--- config.mk ---
export PLATFORM = sky130hd
export DESIGN_NAME = fbc_plane_store
export DESIGN_NICKNAME = d
export VERILOG_FILES = /design/src/hdl/fbc_pkg.sv /design/src/hdl/fbc_plane_store.sv
export SDC_FILE = /design/constraint.sdc
export NUM_CORES = 2
export LEC_CHECK = 0
export BUFFER_PORTS_ARGS = -buffer_cell sky130_fd_sc_hd__buf_2
export CAP_MARGIN = 20
export CORE_MARGIN = 2
export CORE_UTILIZATION = 28
export DETAILED_ROUTE_END_ITERATION = 12
export HOLD_SLACK_MARGIN = 0.02
export PLACE_DENSITY_LB_ADDON = 0.05
export SYNTH_ARGS = -nofsm -noshare
export SYNTH_HDL_FRONTEND = slang
export SYNTH_SLANG_ARGS = --single-unit
--- constraint.sdc ---
create_clock -name clk -period 5.6 [get_ports clk]
set_input_delay 0.84 -clock clk [delete_from_list [all_inputs] [get_ports clk]]
set_output_delay 0.84 -clock clk [all_outputs]
set_load 0.01 [all_outputs]
--- src/hdl/fbc_pkg.sv ---
// Shared constants and types for the frustum box cull unit.
// Depends on nothing; every other file but fbc_out_if imports it.
package fbc_pkg;

	localparam int COORD_W  = 32;
	localparam int PLANE_W  = COORD_W + 1;
	localparam int PROD_W   = PLANE_W + COORD_W;
	localparam int PSUM_W   = PROD_W + 1;
	localparam int TOTAL_W  = PSUM_W + 1;
	localparam int FRAC_W   = 16;
	localparam int N_PLANES = 6;
	localparam int N_ROWS   = 4;
	localparam int N_COLS   = 4;
	localparam int N_AXES   = 3;

	localparam logic KIND_LOAD = 1'b0;
	localparam logic KIND_TEST = 1'b1;

	typedef logic [COORD_W-1:0] word_t;
	typedef logic [N_ROWS-1:0][N_COLS-1:0][COORD_W-1:0] matrix_t;
	typedef logic [N_PLANES-1:0][N_COLS-1:0][PLANE_W-1:0] plane_set_t;

	typedef struct packed {
		logic [N_AXES-1:0][COORD_W-1:0] lo;
		logic [N_AXES-1:0][COORD_W-1:0] hi;
	} box_t;

	typedef logic [N_PLANES-1:0][PSUM_W-1:0] psum_set_t;

	typedef struct packed {
		logic en1;
		logic en2;
		logic en3;
	} adv_t;

	typedef struct packed {
		logic v1;
		logic v2;
		logic v3;
	} stage_valid_t;

endpackage

--- src/hdl/fbc_plane_store.sv ---
// Matrix row storage and clip plane formation (row3 plus or minus rows 0..2).
// Depends on fbc_pkg.
module fbc_plane_store (
	input  logic                clk,
	input  logic                arst_n,
	input  logic                wr_en,
	input  logic [1:0]          wr_row,
	input  fbc_pkg::word_t [3:0] wr_data,
	output fbc_pkg::plane_set_t planes
);
	import fbc_pkg::*;

	matrix_t rows_q;

	always_ff @(posedge clk or negedge arst_n) begin
		if (!arst_n) begin
			rows_q <= '0;
		end else if (wr_en) begin
			rows_q[wr_row] <= wr_data;
		end
	end

	always_comb begin
		for (int k = 0; k < N_PLANES / 2; k++) begin
			for (int c = 0; c < N_COLS; c++) begin
				planes[2*k][c]   = {rows_q[3][c][COORD_W-1], rows_q[3][c]}
					+ {rows_q[k][c][COORD_W-1], rows_q[k][c]};
				planes[2*k+1][c] = {rows_q[3][c][COORD_W-1], rows_q[3][c]}
					- {rows_q[k][c][COORD_W-1], rows_q[k][c]};
			end
		end
	end

endmodule

==> qor.csv <==
stage,metric,value,unit
status,status,"finished, final reports clean",
yosys,post-synthesis compound-gate area fraction,20.2,%
worst_hold_path,Worst Hold Class,in -> async,
setup_path,CP startpoint,rows_q[17]$_DFFE_PN0P_,
setup_path,CP Launch Type,register,
power,pwr dens,561,nW/um2
final_layout,max reg flops,512,
timing,setup TNS,0,ps
floorplanning,Top Ports,925,
detailed_routing,DR vias,51200,
cts,TritonCTS clock tree,yes,
detailed_routing,Initial DRC Count,3078,
timing,clock skew,0,ps
yosys,fraction of registers with async set/reset,100,%
global_routing,GRT Total Usage,21.4,%
timing,Final WS setup,177,ps
final_layout,"Design Area, Final",67100,um2
setup_path,Worst Path Buf+Inv,2,
setup_path,"Critical Path, Cell by Cell",inv_1 > ha_2 > or4_4 > or4_4 > or3b_1 > o41ai_1 > a21oi_2 > a31oi_4 > nand2_1 > o21a_1 > or4_1 > a32o_1 > buf_2,
yosys,proportion of synthesized chip area in sequential cells,22.7,%
final_layout,biggest regs,rows_q (512),
yosys,adder-cell share of the synthesized area,17.9,%
floorplanning,Die W,453,um
final_layout,Largest Register,rows_q,
yosys,Post-Syn Area,56300,um2
yosys,Synthesis Warnings,0,
power,"Power, Total",37.7,mW
setup_path,CP Capture Type,primary output,
yosys,simple-gate share of the synthesized area,13.5,%
yosys,Synth Flop Type,dfrtp_1,
placement,Placed Area,63500,um2
timing,# setup viols final,0,
yosys,largest cells by area after synthesis,"dfrtp_1 (23%), ha_1 (17%), xnor2_1 (8.6%)",
timing,Final Cycle Share,96.8,%
detailed_routing,Remaining DRCs,0,
timing,Worst Max-Slew Pin Slew,954,ps
timing,unrepaired setup endpoints after global routing,true,
timing,Final Hold Vio Count,0,
setup_path,CP max stage delay,560,ps
job,Max Cap Viol,0,
floorplanning,Die Area,205000,um2
cts,clk sinks,512,
yosys,synth unique cells,95,
setup_path,CP Class,reg -> out,
final_layout,layout cells sized above 1,22.2,%
detailed_routing,final wirelength,229,mm
final_layout,Layout area overhead,19.1,%
cts,clock latency on the worst-skew pair,690,ps
placement,pre-CTS setup slack,149,ps
setup_path,largest fanout on the critical path,9,
setup_path,most frequent CP cell,or4_4,
global_routing,vias in the first global route,50800,
setup_path,CP max stage cell,or4_1,
cts,CTS max path bufs,3,
placement,port buffer count,924,
global_routing,largest net degree at the start of global routing,142,
yosys,mux contribution to synthesized area,7.84,%
final_layout,fin nets,8561,
global_routing,antenna violations before repair,26,
yosys,"EDFF count, synth",0,
detailed_routing,Via-to-Cell Ratio,4.95,
cts,H-tree depth,3,
yosys,largest family of logic cells by synthesized area,compound AO/OA/AOI/OAI gates,
global_routing,first-pass GRT wire length,331,mm
floorplanning,effective utilization at floorplan,28.2,%
setup_path,critical path's top delay family,simple AND/OR/NAND/NOR gates,
detailed_routing,Routed Antenna Nets,0,
setup_path,Worst EP arrival,4580,ps
final_layout,highest-count cells in the layout ignoring fill and taps,"buf_2 (923), ha_1 (756), inv_1 (697)",
setup_path,Worst EP required,4760,ps
detailed_routing,first drt pass iteration count,5,
timing,FMAX,0.184,GHz
timing,Rel. slew slack,35.9,%
final_layout,fin util,33.6,%
detailed_routing,wire per inst,22.1,um
timing,min cycle time layout,5420,ps
floorplanning,# rows,164,
yosys,Synth top area share,22.7,%
final_layout,"commonest non-fill, non-tap cell in the layout",buf_2,
placement,Routability Congestion,0.901,
setup_path,Worst R2R Start,rows_q[449]$_DFFE_PN0P_,
cts,clock-pin slew on the worst setup and hold paths,60,ps
placement,HPWL after detailed placement,188,mm
power,peak supply drop,0.000293,V
cts,cts bufs inserted,77,
floorplanning,Die H,453,um
final_layout,fillers,21500,
yosys,Synth Area in XOR/XNOR,10.5,%
yosys,synthesized flop and latch total,512,
global_routing,GR Overflow Total,0,
timing,"Slew Viols, Final",0,
cts,root buf cell,clkbuf_16,
yosys,syn_nets,7831,
yosys,cells after synthesis,6906,
floorplanning,core area,200000,um2
power,P_leak,31.3,nW
yosys,Yosys top cell by area,dfrtp_1,
yosys,Mapped Avg Cell Area,8.16,um2
cell usage after synthesis, types with 24 or more instances:
master,count
nand2_1,318
nor2_1,666
xor2_1,120
nor2b_1,85
o21bai_1,161
a21o_1,133
nand2b_1,96
nor4_1,40
o21ai_1,101
nor3_1,143
a221oi_1,28
and3_1,27
inv_1,698
a21oi_1,642
o211ai_1,25
fa_1,24
or3_1,51
dfrtp_1,512
xnor2_1,553
o21ai_0,286
a31oi_1,43
mux2_2,388
nand3_1,70
o21a_1,52
inv_2,32
o31ai_1,62
clkbuf_1,311
a211oi_1,53
nand4_1,37
ha_1,768
cell families (layout without fill, tap and decap cells):
logic type,Yosys count,count (layout)
flip-flops,512,512
AO/OA/AOI/OAI,1817,1817
XOR/XNOR,673,673
other,0,5
multiplexers,393,393
adder cells (fa/ha/maj),792,792
buffers and inverters,1085,1874
AND/OR/NAND/NOR,1634,1634
through the flow:
| step | hold WS, ps | instances |
|---|---|---|
| 2_1_floorplan | 509 | 6906 |
| 3_3_place_gp | 519 | 10200 |
| 3_5_place_dp | 525 | 10200 |
| 4_1_cts | 76.5 | 10300 |
| 5_1_grt | 69.7 | 10400 |
| 6_report | 83.3 | 10400 |
path summary, 6_finish.rpt:
| kind | endpoint | slack (ps) | cells after the start |
|---|---|---|---|
| min in group clk | rows_q[26]$_DFFE_PN0P_ | 400 | 3 |
| setup / recovery | planes[32] | 180 | 13 |
| setup reg to reg | rows_q[449]$_DFFE_PN0P_ | 4570 | 2 |
| hold reg to reg | rows_q[163]$_DFFE_PN0P_ | 540 | 1 |
| hold / removal | rows_q[381]$_DFFE_PN0P_ | 80 | 1 |
| max in group asynchronous | rows_q[449]$_DFFE_PN0P_ | 4010 | 2 |
report_power, final:
| group | switching [mW] | leakage, nW | internal (mW) |
|---|---|---|---|
| Sequential | 0.853 | 6.11 | 4.39 |
| Combinational | 16.9 | 23.9 | 10.2 |
| Clock | 2.04 | 1.32 | 3.28 |
layer usage:
| metal | share of wire (%) | up-vias | GRT usage, % |
|---|---|---|---|
| met4 | 5.4 | 16 | 9.98 |
| li1 | - | 25200 | - |
| met5 | 0.042 | - | 0 |
| met3 | 3.9 | 316 | 3.06 |
| met1 | 43 | 24600 | 26.4 |
| met2 | 48 | 1108 | 36.5 |
what timing repair did:
item / 4_1_cts / 5_1_grt
gates resized for setup: 47 / 104
hold buffers: 0 / 0
endpoints found under the setup margin: 59 / 86
gates cloned: 0 / 0
setup buffers: 2 / 5
pin swaps: 3 / 12
cell type report:
type                       instances  area, um2  area share, %
multi-input combinational       5309      40200           59.9
sequential                       512      12800           19.1
timing repair buffer             999       5270           7.86
tap                             2656       3320           4.95
inverter                         737       2770           4.12
clock buffer                     105       2180           3.25
clock inverter                    33        526          0.783
antenna                            5       12.5         0.0186
(Power assumes the default switching activity.)
